$ cat config.mk
export PLATFORM = sky130hd
export DESIGN_NAME = system_port_decode_irq_controller
export DESIGN_NICKNAME = d
export VERILOG_FILES = /design/src/sv/spdic_pkg.sv /design/src/sv/spdic_decode.sv /design/src/sv/system_port_decode_irq_controller.sv
export SDC_FILE = /design/constraint.sdc
export NUM_CORES = 1
export LEC_CHECK = 0
export BUFFER_PORTS_ARGS = -buffer_cell sky130_fd_sc_hd__buf_2
export CORE_MARGIN = 5
export CORE_UTILIZATION = 55
export CTS_CLUSTER_SIZE = 20
export DETAILED_ROUTE_END_ITERATION = 7
export PLACE_DENSITY = 0.91
export SLEW_MARGIN = 40
export SYNTH_ARGS = -nofsm -noshare
export SYNTH_HDL_FRONTEND = slang
export SYNTH_SLANG_ARGS = --single-unit
$ cat constraint.sdc
create_clock -name clk -period 7.2 [get_ports clk]
set_input_delay 1.08 -clock clk [delete_from_list [all_inputs] [get_ports clk]]
set_output_delay 1.08 -clock clk [all_outputs]
set_load 0.01 [all_outputs]
$ cat src/sv/spdic_pkg.sv
// Package with the shared types, port codes and helpers of the system port decoder.
package spdic_pkg;

  localparam logic [7:0] OPEN_BUS_BYTE = 8'h90;
  localparam logic [7:0] SYS_CTL2_MASK = 8'hEF;
  localparam logic [7:0] VEC_BASE_MASK = 8'hF8;
  localparam logic [7:0] OPEN_LOW_START = 8'hB7;
  localparam logic [7:0] EEPROM_BASE = 8'hBA;
  localparam logic [7:0] CRYSTAL_ID = 8'h80;
  localparam logic [7:0] NMI_READ_BIT = 8'h10;

  localparam logic [7:0] PORT_SYS_CTL2 = 8'h60;
  localparam logic [7:0] PORT_POWER = 8'h62;
  localparam logic [7:0] PORT_SYS_CTL1 = 8'hA0;
  localparam logic [7:0] PORT_VEC_BASE = 8'hB0;
  localparam logic [7:0] PORT_SERIAL_DATA = 8'hB1;
  localparam logic [7:0] PORT_IRQ_ENABLE = 8'hB2;
  localparam logic [7:0] PORT_SERIAL_CTL = 8'hB3;
  localparam logic [7:0] PORT_IRQ_ACTIVE = 8'hB4;
  localparam logic [7:0] PORT_KEYPAD = 8'hB5;
  localparam logic [7:0] PORT_IRQ_ACK = 8'hB6;
  localparam logic [7:0] PORT_NMI_CTL = 8'hB7;

  localparam logic [3:0] UNIT_INTERNAL = 4'd0;
  localparam logic [3:0] UNIT_VIDEO = 4'd1;
  localparam logic [3:0] UNIT_DMA = 4'd2;
  localparam logic [3:0] UNIT_VOICE = 4'd3;
  localparam logic [3:0] UNIT_LCD = 4'd4;
  localparam logic [3:0] UNIT_SOUND = 4'd5;
  localparam logic [3:0] UNIT_TIMER = 4'd6;
  localparam logic [3:0] UNIT_EEPROM = 4'd7;
  localparam logic [3:0] UNIT_CART = 4'd8;
  localparam logic [3:0] UNIT_SERIAL = 4'd9;
  localparam logic [3:0] UNIT_KEYPAD = 4'd10;
  localparam logic [3:0] UNIT_OPEN = 4'd11;

  localparam logic [1:0] MODEL_MONO = 2'd0;
  localparam logic [1:0] MODEL_CRYSTAL = 2'd2;

  typedef enum logic [1:0] {
    OP_READ = 2'd0,
    OP_WRITE = 2'd1,
    OP_RAISE = 2'd2,
    OP_CLEAR = 2'd3
  } opcode_t;

  typedef struct packed {
    opcode_t     opcode;
    logic [15:0] port;
    logic [7:0]  write_data;
    logic        word_access;
    logic [7:0]  irq_sources;
    logic        uart_send_pending;
  } item_t;

  typedef struct packed {
    logic [7:0] sys_ctl2;
    logic       four_bpp_on;
    logic       four_bpp_packed;
    logic       color_flag;
    logic       boot_off;
    logic [3:0] speed;
    logic [7:0] irq_enable;
    logic [7:0] irq_active;
    logic [7:0] vec_base;
    logic       nmi_on;
  } state_t;

  typedef struct packed {
    logic [7:0] read_data;
    logic [3:0] target_unit;
    logic [7:0] unit_port;
    logic [7:0] active_irqs;
    logic [7:0] irq_vector;
    logic [1:0] video_mode;
    logic       color_on;
    logic       boot_rom_off;
    logic       cart_word_wide;
    logic       rom_slow;
    logic       sram_slow;
    logic       cart_port_slow;
  } result_t;

  function automatic logic [7:0] irq_vector_of(input logic [7:0] active,
                                               input logic [7:0] base);
    logic [2:0] idx;
    logic       found;
    idx = 3'd0;
    found = 1'b0;
    for (int i = 7; i >= 0; i--) begin
      if (!found && active[i]) begin
        idx = 3'(i);
        found = 1'b1;
      end
    end
    return found ? base + {5'd0, idx} : base;
  endfunction

  function automatic logic [1:0] video_mode_of(input state_t st);
    logic [1:0] mode;
    if (!st.color_flag) begin
      mode = 2'd0;
    end else if (!st.four_bpp_on) begin
      mode = 2'd1;
    end else begin
      mode = st.four_bpp_packed ? 2'd3 : 2'd2;
    end
    return mode;
  endfunction

endpackage

$ cat src/sv/spdic_decode.sv
// Port decode, internal register update and interrupt latch logic for one item.
module spdic_decode (
  input  spdic_pkg::item_t   item,
  input  spdic_pkg::state_t  st,
  input  logic [1:0]         model,
  output spdic_pkg::result_t res,
  output spdic_pkg::state_t  st_next
);

  logic       mono;
  logic       crystal;
  logic       is_write;
  logic [7:0] p;
  logic [7:0] v;
  logic [7:0] act0;
  logic [3:0] unit;
  logic [7:0] uport;
  logic [7:0] rd;
  spdic_pkg::state_t ns;

  assign mono = (model == spdic_pkg::MODEL_MONO);
  assign crystal = (model == spdic_pkg::MODEL_CRYSTAL);
  assign is_write = (item.opcode == spdic_pkg::OP_WRITE);
  assign p = item.port[7:0];
  assign v = item.write_data;
  assign act0 = st.irq_active | {7'd0, item.uart_send_pending & st.irq_enable[0]};

  always_comb begin
    ns = st;
    ns.irq_active = act0;
    unit = spdic_pkg::UNIT_INTERNAL;
    uport = 8'd0;
    rd = 8'd0;
    unique case (item.opcode)
      spdic_pkg::OP_READ, spdic_pkg::OP_WRITE: begin
        uport = p;
        priority if (item.port[8] ||
                     (item.port[15:8] != 8'd0 && p >= spdic_pkg::OPEN_LOW_START)) begin
          unit = spdic_pkg::UNIT_OPEN;
          rd = is_write ? 8'd0 : spdic_pkg::OPEN_BUS_BYTE;
        end else if (p <= 8'h3F) begin
          unit = spdic_pkg::UNIT_VIDEO;
        end else if (p >= 8'h40 && p <= 8'h53 && st.color_flag) begin
          unit = spdic_pkg::UNIT_DMA;
        end else if (p >= 8'h64 && p <= 8'h6B && st.color_flag) begin
          unit = spdic_pkg::UNIT_VOICE;
        end else if (p >= 8'h70 && p <= 8'h77 && crystal && (!is_write || !st.boot_off)) begin
          unit = spdic_pkg::UNIT_LCD;
        end else if (p >= 8'h80 && p <= 8'h9F) begin
          unit = spdic_pkg::UNIT_SOUND;
        end else if (p >= 8'hA2 && p <= 8'hAB) begin
          unit = spdic_pkg::UNIT_TIMER;
        end else if (p >= spdic_pkg::EEPROM_BASE) begin
          if (p >= 8'hC0) begin
            unit = spdic_pkg::UNIT_CART;
          end else if (!mono || item.word_access || !p[0]) begin
            unit = spdic_pkg::UNIT_EEPROM;
            uport = p - spdic_pkg::EEPROM_BASE;
          end else begin
            unit = spdic_pkg::UNIT_OPEN;
            rd = is_write ? 8'd0 : spdic_pkg::OPEN_BUS_BYTE;
          end
        end else if (p == spdic_pkg::PORT_SERIAL_DATA || p == spdic_pkg::PORT_SERIAL_CTL) begin
          unit = spdic_pkg::UNIT_SERIAL;
        end else if (p == spdic_pkg::PORT_KEYPAD) begin
          unit = spdic_pkg::UNIT_KEYPAD;
        end else if (is_write) begin
          unique case (p)
            spdic_pkg::PORT_SYS_CTL2: begin
              if (!mono) begin
                ns.sys_ctl2 = v & spdic_pkg::SYS_CTL2_MASK;
                ns.color_flag = v[7];
                ns.four_bpp_on = v[6];
                ns.four_bpp_packed = v[5];
                ns.speed[2] = v[1];
                ns.speed[3] = v[3];
              end
            end
            spdic_pkg::PORT_POWER: begin
              unit = spdic_pkg::UNIT_INTERNAL;
            end
            spdic_pkg::PORT_SYS_CTL1: begin
              ns.boot_off = st.boot_off | v[0];
              ns.speed[0] = v[2];
              ns.speed[1] = v[3];
            end
            spdic_pkg::PORT_VEC_BASE: ns.vec_base = v & spdic_pkg::VEC_BASE_MASK;
            spdic_pkg::PORT_IRQ_ENABLE: ns.irq_enable = v;
            spdic_pkg::PORT_IRQ_ACK: ns.irq_active = act0 & ~v;
            spdic_pkg::PORT_NMI_CTL: ns.nmi_on = v[4];
            default: unit = spdic_pkg::UNIT_OPEN;
          endcase
        end else begin
          unique case (p)
            spdic_pkg::PORT_SYS_CTL2: rd = st.sys_ctl2;
            spdic_pkg::PORT_POWER: rd = crystal ? spdic_pkg::CRYSTAL_ID : 8'd0;
            spdic_pkg::PORT_SYS_CTL1: rd = {1'b1, 3'd0, st.speed[1], st.speed[0], !mono,
                                            st.boot_off};
            spdic_pkg::PORT_VEC_BASE: rd = spdic_pkg::irq_vector_of(act0, st.vec_base);
            spdic_pkg::PORT_IRQ_ENABLE: rd = st.irq_enable;
            spdic_pkg::PORT_IRQ_ACTIVE: rd = act0;
            spdic_pkg::PORT_NMI_CTL: rd = st.nmi_on ? spdic_pkg::NMI_READ_BIT : 8'd0;
            default: begin
              unit = spdic_pkg::UNIT_OPEN;
              rd = spdic_pkg::OPEN_BUS_BYTE;
            end
          endcase
        end
      end
      spdic_pkg::OP_RAISE: ns.irq_active = act0 | (item.irq_sources & st.irq_enable);
      spdic_pkg::OP_CLEAR: ns.irq_active = act0 & ~item.irq_sources;
    endcase
  end

  assign st_next = ns;

  always_comb begin
    res.read_data = rd;
    res.target_unit = unit;
    res.unit_port = uport;
    res.active_irqs = ns.irq_active;
    res.irq_vector = spdic_pkg::irq_vector_of(ns.irq_active, ns.vec_base);
    res.video_mode = spdic_pkg::video_mode_of(ns);
    res.color_on = ns.color_flag;
    res.boot_rom_off = ns.boot_off;
    res.cart_word_wide = ns.speed[0];
    res.rom_slow = ns.speed[1];
    res.sram_slow = ns.speed[2];
    res.cart_port_slow = ns.speed[3];
  end

endmodule

$ cat src/sv/system_port_decode_irq_controller.sv
// Top level of the system port decoder and interrupt controller.
//   Channel  Handshake              Carries
//   input    in_valid / in_ready    opcode, port, write_data, word_access, irq_sources,
//                                   uart_send_pending
//   output   out_valid / out_ready  read_data .. cart_port_slow
//   config   APB psel / penable     machine_model at byte address 0
// An item is registered on entry and then decoded into the result register, which offers
// its result; one item is taken every cycle while the output is not stalled.
// The internal registers update as an item moves into the result register.
// A stalled output holds its result and input stage; reset clears flags, state, model.
module system_port_decode_irq_controller (
  input  logic        clk,
  input  logic        rst,
  input  logic        in_valid,
  output logic        in_ready,
  input  logic [1:0]  opcode,
  input  logic [15:0] port,
  input  logic [7:0]  write_data,
  input  logic        word_access,
  input  logic [7:0]  irq_sources,
  input  logic        uart_send_pending,
  output logic        out_valid,
  input  logic        out_ready,
  output logic [7:0]  read_data,
  output logic [3:0]  target_unit,
  output logic [7:0]  unit_port,
  output logic [7:0]  active_irqs,
  output logic [7:0]  irq_vector,
  output logic [1:0]  video_mode,
  output logic        color_on,
  output logic        boot_rom_off,
  output logic        cart_word_wide,
  output logic        rom_slow,
  output logic        sram_slow,
  output logic        cart_port_slow,
  input  logic        psel,
  input  logic        penable,
  input  logic        pwrite,
  input  logic [2:0]  paddr,
  input  logic [31:0] pwdata,
  output logic [31:0] prdata,
  output logic        pready
);

  logic [1:0]         model;
  logic               s1_valid;
  spdic_pkg::item_t   s1_item;
  spdic_pkg::state_t  st;
  spdic_pkg::state_t  st_next;
  spdic_pkg::result_t res_next;
  spdic_pkg::result_t res;
  logic               out_load;
  logic               in_take;

  assign pready = 1'b1;
  assign prdata = paddr[2] ? 32'd0 : {30'd0, model};

  always_ff @(posedge clk) begin
    if (rst) begin
      model <= spdic_pkg::MODEL_MONO;
    end else if (psel && penable && pwrite && !paddr[2]) begin
      model <= pwdata[1:0];
    end
  end

  assign out_load = s1_valid && (!out_valid || out_ready);
  assign in_ready = !s1_valid || out_load;
  assign in_take = in_valid && in_ready;

  always_ff @(posedge clk) begin
    if (rst) begin
      s1_valid <= 1'b0;
    end else begin
      s1_valid <= in_take || (s1_valid && !out_load);
    end
  end

  always_ff @(posedge clk) begin
    if (in_take) begin
      s1_item <= '{opcode: spdic_pkg::opcode_t'(opcode), port: port,
                   write_data: write_data, word_access: word_access,
                   irq_sources: irq_sources, uart_send_pending: uart_send_pending};
    end
  end

  spdic_decode u_decode (
    .item    (s1_item),
    .st      (st),
    .model   (model),
    .res     (res_next),
    .st_next (st_next)
  );

  always_ff @(posedge clk) begin
    if (rst) begin
      st <= '0;
      out_valid <= 1'b0;
    end else begin
      if (out_load) begin
        st <= st_next;
      end
      out_valid <= out_load || (out_valid && !out_ready);
    end
  end

  always_ff @(posedge clk) begin
    if (out_load) begin
      res <= res_next;
    end
  end

  assign read_data = res.read_data;
  assign target_unit = res.target_unit;
  assign unit_port = res.unit_port;
  assign active_irqs = res.active_irqs;
  assign irq_vector = res.irq_vector;
  assign video_mode = res.video_mode;
  assign color_on = res.color_on;
  assign boot_rom_off = res.boot_rom_off;
  assign cart_word_wide = res.cart_word_wide;
  assign rom_slow = res.rom_slow;
  assign sram_slow = res.sram_slow;
  assign cart_port_slow = res.cart_port_slow;

`ifndef SYNTH
  a_boot_sticky: assert property (@(posedge clk) disable iff (rst)
    st.boot_off |=> st.boot_off)
    else $error("boot ROM disable bit was cleared");

  a_vec_base_aligned: assert property (@(posedge clk) disable iff (rst)
    st.vec_base[2:0] == 3'd0)
    else $error("vector base has low bits set");

  a_stall_full: assert property (@(posedge clk) disable iff (rst)
    !in_ready |-> (s1_valid && out_valid && !out_ready))
    else $error("input stalled while the pipeline has room");

  a_unit_range: assert property (@(posedge clk) disable iff (rst)
    out_valid |-> (target_unit <= spdic_pkg::UNIT_OPEN))
    else $error("target unit code out of range");
`endif

endmodule

== Word-level counts from Yosys, hierarchy flattened ==
Index checks and enable logic that the tools add are counted.

* Flip-flop bits (word level): 124
* Input port bits: 78
* Output and inout bits: 79
* Logic and storage cells: 380

* Add/subtract/negate cells: 3
* $lt $le $gt $ge: 14
* Eq/ne operators: 15
* Muxes and demuxes: 220
* Bitwise gates (word level): 21
* Reductions and logical operators: 74

{| class="wikitable"
|+ Operators by type and width
! kind !! count
|-
| 33-bit 2-to-1 mux || 11
|-
| 8-bit 2-to-1 mux || 30
|-
| 1-bit 2-to-1 mux || 124
|-
| 3-bit 2-to-1 mux || 31
|-
| 8-bit equality test (second input constant) || 9
|-
| 4-bit 2-to-1 mux || 15
|-
| 8-bit case mux with 7 select lines || 1
|-
| 8-bit greater-or-equal comparator (second input constant) || 5
|-
| 1-bit logical AND || 31
|-
| 14-bit AND reduction || 2
|-
| 8-bit AND || 3
|-
| 8-bit by 7-bit greater-or-equal comparator with 1-bit output (second input constant) || 3
|-
| 8-bit by 7-bit less-or-equal comparator with 1-bit output (second input constant) || 3
|-
| 8-bit case mux with 3 select lines || 1
|-
| 1-bit logical NOT || 23
|-
| 8-bit by 3-bit adder with 8-bit output || 2
|-
| 8-bit by 7-bit equality test with 1-bit output (second input constant) || 2
|-
| 8-bit less-or-equal comparator (second input constant) || 2
|-
| 16-bit 2-to-1 mux || 1
|-
| 8-bit NOT || 2
|-
| 15-bit AND reduction || 1
|-
| 7-bit OR reduction || 2
|-
| 1-bit NOT || 12
|-
| 1-bit logical OR || 9
|-
| 16 further kinds || 22
|}

== Depth between registers and ports, before layout ==
Gate-level depths: netlist (run 1).

* Depth in word-level cells: 142
* Mapped depth: 16
* Mapped depth without buffers: 15

== Hierarchy ==
A second synthesis (run 1) with hierarchy kept.

* Cell total of the unflattened synthesis: 677
* Area, all modules: 7254.5 um^2

{| class="wikitable"
|+ By module, submodules not included
! module !! instances !! cells each !! area each (um^2) !! sequential area each (um^2)
|-
| system_port_decode_irq_controller || 1 || 310 || 4692.0 || 3303.2
|-
| spdic_decode || 1 || 367 || 2562.5 || 0.0
|}

== Least setup slack after synthesis (run 1) ==
OpenSTA, ideal clock, no wires.

* Path kind: in2reg
* Start: input port out_ready
* End: register res (netlist bit active_irqs[0]), enable pin
* Library setup time: 0.426 ns
* Data arrival time: 2.779 ns
* Data required time: 6.774 ns
* Setup slack: 3.995 ns
* Stages on the path: 4
* Buffers on the path: 1
* Cells stage by stage: nor2b_1 -> nand2b_1 -> inv_1 -> clkbuf_1

* Longest elaborated chain between the ends: 2

{| class="wikitable"
|+ Ends and longest elaborated chain
! element !! line !! source
|-
| from (decl) || system_port_decode_irq_controller.sv:23 || <nowiki>input logic out_ready,</nowiki>
|-
| 1-bit logical OR || system_port_decode_irq_controller.sv:66 || <nowiki>assign out_load = s1_valid && (!out_valid || out_ready);</nowiki>
|-
| 1-bit logical AND || system_port_decode_irq_controller.sv:66 ||
|-
| named net out_load || system_port_decode_irq_controller.sv:52 || <nowiki>logic out_load;</nowiki>
|-
| to (signal assigned) || system_port_decode_irq_controller.sv:108 || <nowiki>res <= res_next;</nowiki>
|-
| to (decl) || system_port_decode_irq_controller.sv:51 || <nowiki>spdic_pkg::result_t res;</nowiki>
|}

The timed path passes the listed nets, and every way through them passes these cells.
A chain may end at the register's enable or synchronous reset.

==> results of run 1 <==
## cells by family after synthesis
group                      after synthesis  synth area share
and+or+nand+nor                        227            0.1881
DFF                                    124            0.5046
AOI/OAI and AO/OA                      118            0.1229
buffers and inverters                   81           0.07558
muxes                                   42           0.06596
xor gates and xnor gates                15           0.02019
adders and majority gates               10           0.02154
other                                    2          0.001154
## power by group through the flow
stage,sequential (mW),combinational [mW],clock (mW)
global route,0.812,0.121,0.912
global placement,0.822,0.107,0
detailed placement,0.824,0.110,0
finish,0.810,0.111,0.873
CTS,0.809,0.110,0.883
floorplan,0.816,0.0867,0
## final cells by class
class,count,area [um2],area share
inverters,16,60.06,0.008032
clock buffers,21,481.7,0.06442
repair buffers,97,498.0,0.06660
well taps,143,178.9,0.02393
clock inverters,11,128.9,0.01724
multi-input cells,443,2846,0.3807
flip-flops and latches,124,3283,0.4391
## cells in the mapped netlist, drive strengths merged (3+ instances only)
cell type / number / area (um2)
a21o: 4 / 30.03
a21oi: 40 / 200.2
a22oi: 9 / 67.56
a31o: 6 / 52.55
a31oi: 15 / 93.84
and2: 8 / 50.05
and3: 10 / 62.56
and3b: 4 / 35.03
buf: 48 / 360.3
clkbuf: 16 / 61.30
dfxtp: 44 / 880.8
edfxtp: 80 / 2402
ha: 8 / 100.1
inv: 16 / 60.06
mux2: 7 / 78.82
mux2i: 35 / 350.3
nand2: 57 / 224.0
nand2b: 7 / 43.79
nand3: 15 / 75.07
nand4: 4 / 31.28
nand4b: 5 / 43.79
nor2: 62 / 235.2
nor2b: 9 / 56.30
nor3: 12 / 65.06
nor3b: 4 / 35.03
nor4: 10 / 107.6
o211ai: 5 / 37.54
o21ai: 13 / 68.82
o21bai: 3 / 22.52
or2: 4 / 25.03
or3: 5 / 32.53
xnor2: 11 / 96.34
xor2: 4 / 35.03
## worst max-delay path, cell delays in order (launching register included)
cell,delay [ps]
edfxtp_1,580
o21bai_1,590
nor4_4,170
a21oi_1,650
nor2_1,80
o31ai_1,390
ha_1,310
a21o_1,150
a21oi_1,270
nor2_1,80
o21ai_0,80
a21oi_1,70
mux2i_1,170
nand3_1,110
## per-layer routing
layer,GRT usage,wire [um]
met1,0.2981,6343
met2,0.3567,7409
met3,0.05301,1713
met4,0.1035,476
met5,0,0
## sequential cells by signal, indices dropped and copies added, names as in the netlist
| name | cells |
|---|---|
| color_on | 1 |
| model | 2 |
| cart_word_wide | 1 |
| rom_slow | 1 |
| s1_item | 36 |
| boot_rom_off | 1 |
| read_data | 8 |
| unit_port | 8 |
| s1_valid | 1 |
| target_unit | 4 |
| sram_slow | 1 |
| out_valid | 1 |
| irq_vector | 8 |
| cart_port_slow | 1 |
| active_irqs | 8 |
| video_mode | 2 |
| st | 40 |
## path summary, 6_finish.rpt
check / startpoint / to / slack, ps / cells past startpoint
worst max-delay path: s1_item[24] / irq_vector[7] / 3210 / 13
worst min-delay path: st[27] / st[27] / 490 / 2
worst max register to register: s1_item[24] / irq_vector[7] / 3210 / 13
worst min register to register: st[27] / st[27] / 490 / 2
==> impl_metrics.tcl, run 1 <==
set metrics [dict create \
    ys_warn_count 0 \
    setup_viol 0 \
    max_slew_margin 0.4681 \
    powerDensity_nw_per_um2 239.9 \
    routed_wirelength_um 15940 \
    start_util 0.5650 \
    final_cell_mix "buf_2 (92), edfxtp_1 (80), nor2_1 (61)" \
    critPathMaxFanout 14 \
    clock_skew_ps 8.604 \
    pwr-share-comb 0.062 \
    power_mw 1.794 \
    antenna_found_initial 0 \
    nFillCells 880 \
    rsz0062_at_grt "false" \
    power_frac_seq 0.451 \
    nets 787 \
    whs_ps 494.0 \
    gp_congestion 0.9397 \
    routedWlPerCell_um 18.65 \
    synthArstFlopShare 0 \
    port_buffers 93 \
    dr.pass1.iters 6 \
    crit_arrival_ps 4140 \
    dpl.hpwl_um 11120 \
    synth_edf_count 80 \
    drv_cap 0 \
    grt_remaining_overflow 0 \
    fin_util 0.6493 \
    first_global_vias 4941 \
    clkTransAtPathRegs_ps 50 \
    drcViolationCount 0 \
    synth.distinct_cells 80 \
    finalWorstSetupSlack_ps 3213 \
    max_freq_mhz 250.8 \
    clkLatencyLatePin_ps 420 \
    critical_path_class "reg2reg" \
    final_cells 855 \
    min_path_type "reg2reg" \
    synth_area_um2 6506 \
    num_vias 5189 \
    p_leak_nw 3.025 \
    cp-end-kind "flop" \
    top_level_ports 157 \
    cts.sinks 124 \
    core_um2 11520 \
    grt_util_all_layers 0.2264 \
    diodes 0 \
    dp_worst_setup_slack_ps 3332 \
    period_minus_slack_ps 3987 \
    final_common_cell "buf_2" \
    grt_pass1_wl_um 25370 \
    status "completed" \
    drt_iter0_drc 580 \
    synth_area_per_cell_um2 10.51 \
    viasPerCell 6.069 \
    grt_max_degree 56 \
    crit_required_ps 7350 \
    worstSetupStartpointType "flop" \
    finalCritPeriodShare 0.5537 \
    cts_hold_buffers 0 \
    p_clk_frac 0.486 \
    cts_resized 0 \
    htreeDepth 4 \
    area_growth_pct 14.92 \
    swShare 0.2335 \
    setup_tns_ps 0 \
    ant_nets 0 \
    ys_ff_latch 124 \
    cts_buffer_depth 2 \
    final_area_um2 7477 \
    cts_setup_buffers 0 \
    finalMaxSlewViolations 0 \
    synth_cells 619 \
    synth_flop_cell "edfxtp_1" \
    p_int_mw 1.375 \
    cts-root-buf "clkbuf_16" \
    finalHoldViolCount 0 \
    cts_tree "yes" \
    p_sw_mw 0.4188 \
    rows 39 \
    die_area_um2 14110 \
    dpl.cell_count 823 \
    vdd_drop_max_uv 174.7 \
    die_y_um 118.8 \
    cts_buffers 17 \
    worstMarginPinSlew_ps 792.0 \
    ys_seq_area_frac 0.5046 \
    post_route_cells_drive_above_1_share 0.2247 \
    place_area_um2 6858 \
    fp.dieW_um 118.8 \
]
(Power assumes the default switching activity.)
==> run 2: changes to the inputs <==
Settings changed: ABC_AREA set to 1, CORE_UTILIZATION 55 to 49, PLACE_DENSITY 0.91 to 0.86.
Clock period 7.2 ns to 3.5 ns, I/O delays scaled along.
==> impl_metrics.tcl, run 2 <==
set metrics [dict create \
    status "completed" \
    ant_nets 0 \
    finalMaxSlewViolations 0 \
    p_clk_frac 0.442 \
    cts_tree "yes" \
    drt_iter0_drc 505 \
    synthArstFlopShare 0 \
    max_slew_margin 0.4420 \
    critPathMaxFanout 4 \
    grt_max_degree 54 \
    core_um2 13350 \
    top_regs "st: 40 flops, s1_item: 36 flops" \
    ys_warn_count 0 \
    ys_seq_area_frac 0.4899 \
    synth_flop_cell "edfxtp_1" \
    fp.dieW_um 126.9 \
    synth_area_um2 6701 \
    yosys.area_share.simple 0.2196 \
    grt_util_all_layers 0.2161 \
    rows 42 \
    drcViolationCount 0 \
    pwr-share-comb 0.125 \
    port_buffers 93 \
    max_freq_mhz 302.4 \
    worstSetupStartpointType "flop" \
    synth.largest_area_cell "edfxtp_1" \
    crit_arrival_ps 3470 \
    crit_path_frequent_cell "nand2_1" \
    r2r_cells 20 \
    top_level_ports 157 \
    synth.top_cell.area_share 0.3585 \
    swShare 0.2489 \
    start_util 0.5021 \
    die_y_um 126.9 \
    synth.area.mux_share 0 \
    yosys-top-cells-count "nand2_1 (157), inv_1 (98), edfxtp_1 (80)" \
    synth_fa_ha_area_frac 0.02091 \
    vdd_drop_max_uv 391.6 \
    setup_viol 0 \
    die_area_um2 16120 \
    cp-end-kind "flop" \
    worst-path-buf-inv 2 \
    gp_congestion 0.9497 \
    dr.pass1.iters 5 \
    grt_remaining_overflow 0 \
    routedWlPerCell_um 15.68 \
    cp_cell_sequence "buf_4, nor2_4, nand2_4, nand2_2, nand3_4, nand4_1, o21ai_0, o21ai_2, nor2_8, nand2_1, nand4_1, ha_2, fa_1, buf_4, nand2_1, nand2_1, nand2_1, nand2_1, nand2_1, nand2_1" \
    antenna_found_initial 0 \
    nets 1008 \
    met3_length_um 1779 \
    viasPerCell 5.354 \
    dr_wl_met2_um 8000 \
    cpMaxStageDelayCell "edfxtp_1" \
    synth_top_family_by_area "simple AND/OR/NAND/NOR gates" \
    cts.sinks 124 \
    area_growth_pct 20.41 \
    synth_area_per_cell_um2 8.461 \
    crit_family "simple AND/OR/NAND/NOR gates" \
    htreeDepth 4 \
    clock_skew_ps 8.193 \
    wirelength_met1_um 7048 \
    period_minus_slack_ps 3307 \
    clkTransAtPathRegs_ps 50 \
    synth_compound_area_frac 0.1529 \
    yosys-top-cells-area "edfxtp_1 (36%), dfxtp_1 (13%), nand2_1 (8.8%)" \
    worstMarginPinSlew_ps 830.7 \
    p_int_mw 2.899 \
    min_path_type "in2reg" \
    ys_ff_latch 124 \
    powerDensity_nw_per_um2 478.4 \
    nFillCells 1181 \
    synth.distinct_cells 54 \
    top_register "st" \
    diodes 0 \
    post_route_cells_drive_above_1_share 0.2262 \
    synth_edf_count 80 \
    cts_buffers 17 \
    cts-root-buf "clkbuf_16" \
    power_frac_seq 0.434 \
    num_vias 5938 \
    first_global_vias 5512 \
    final_cell_mix "nand2_1 (156), inv_1 (97), buf_2 (93)" \
    finalCritPeriodShare 0.9449 \
    cts_buffer_depth 2 \
    synth_cells 792 \
    synth-xor-area-share 0.003921 \
    slowest_delay_ps 460 \
    grt_pass1_wl_um 27380 \
    highest_layer "met4" \
    largest_reg_flops 40 \
    p_sw_mw 0.9607 \
    hold_depth 1 \
    crit_required_ps 3660 \
    power_mw 3.860 \
    p_leak_nw 3.554 \
    final_common_cell "nand2_1" \
    cts_hold_buffers 0 \
    drv_cap 0 \
    synth.most_common_cell "nand2_1" \
    clkLatencyLatePin_ps 420 \
    dpl.hpwl_um 12780 \
    routed_wirelength_um 17390 \
    path_depth 20 \
    setup_tns_ps 0 \
    critical_path_class "reg2reg" \
    finalHoldViolCount 0 \
]
[run 2: changes by cell type in the layout (fill, tap and decap cells not counted), sizes merged, moves of 9 or more]
cell    change
nand2     +107
inv        +92
o21ai      +56
mux2i      -35
buf        +33
nand3      +18
nand4      +14
a21oi      +13
nor2       +13
a211oi     +11
a31oi      -11
and3       -10
xnor2      -10
nor2b       -9
[run 2: kinds of logic after synthesis]
| group | after synthesis |
|---|---|
| AND/OR/NAND/NOR | 316 |
| AO/OA/AOI/OAI | 172 |
| buffers and inverters | 165 |
| flip-flops | 124 |
| adder cells (fa/ha/maj) | 10 |
| XOR/XNOR | 3 |
| other | 2 |
[run 2: layout make-up]
cell class	count	area (um2)	share of cell area
clock buffers	26	529.3	0.06559
clock inverters	6	56.30	0.006978
inverters	115	435.4	0.05396
multi-input cells	532	2801	0.3472
flip-flops and latches	124	3283	0.4069
well taps	176	220.2	0.02729
repair buffers	130	743.2	0.09211
[run 2: layer usage]
layer,vias to the layer above,track usage
met4,0,0.1035
met3,40,0.05927
met5,-,0
met2,287,0.3344
li1,2891,-
met1,2720,0.2812
[run 2: worst reg2reg max path: cells and delay by family, from the launching register on]
family	cells	cell delay (ps)
AND/OR/NAND/NOR	14	1200
adder cells (fa/ha/maj)	2	600
flip-flops	1	460
AO/OA/AOI/OAI	2	450
buffers and inverters	2	340
[run 2: timing repair]
action / CTS / global route
setup endpoints to repair: 1 / 5
setup buffers: 0 / 6
endpoints found under the hold margin: 0 / 0
gates resized for setup: 1 / 7
pin swaps: 0 / 3
[run 2: power by group through the flow]
stage          sequential (mW)  clock [mW]  combinational [mW]
5_1_grt                   1.68        1.81               0.529
6_report                  1.67        1.70               0.482
3_5_place_dp              1.70           0               0.464
3_3_place_gp              1.70           0               0.451
2_1_floorplan             1.71           0               0.304
4_1_cts                   1.67        1.73               0.468
[run 2: metrics by stage]
step | instances | util | hold WS, ps | setup slack, ps | instance area [um2]
after floorplan | 821 | - | 428.9 | 453.5 | 6810
after global placement | 1071 | 0.5554 | 439.4 | 159.5 | 7413
after detailed placement | 1071 | 0.5554 | 457.0 | 37.69 | 7413
after CTS | 1103 | 0.5995 | 266.1 | 103.3 | 8001
after global routing | 1109 | 0.6045 | 265.3 | -6.011 | 8069
final | 1109 | 0.6045 | 276.1 | 192.8 | 8069
[run 2: path summary, 6_finish.rpt]
path               start       endpoint  slack [ps]
max reg2reg  s1_item[24]  irq_vector[6]         190
min reg2reg        st[0]          st[0]         470
max          s1_item[24]  irq_vector[6]         190
min              port[3]    s1_item[21]         280
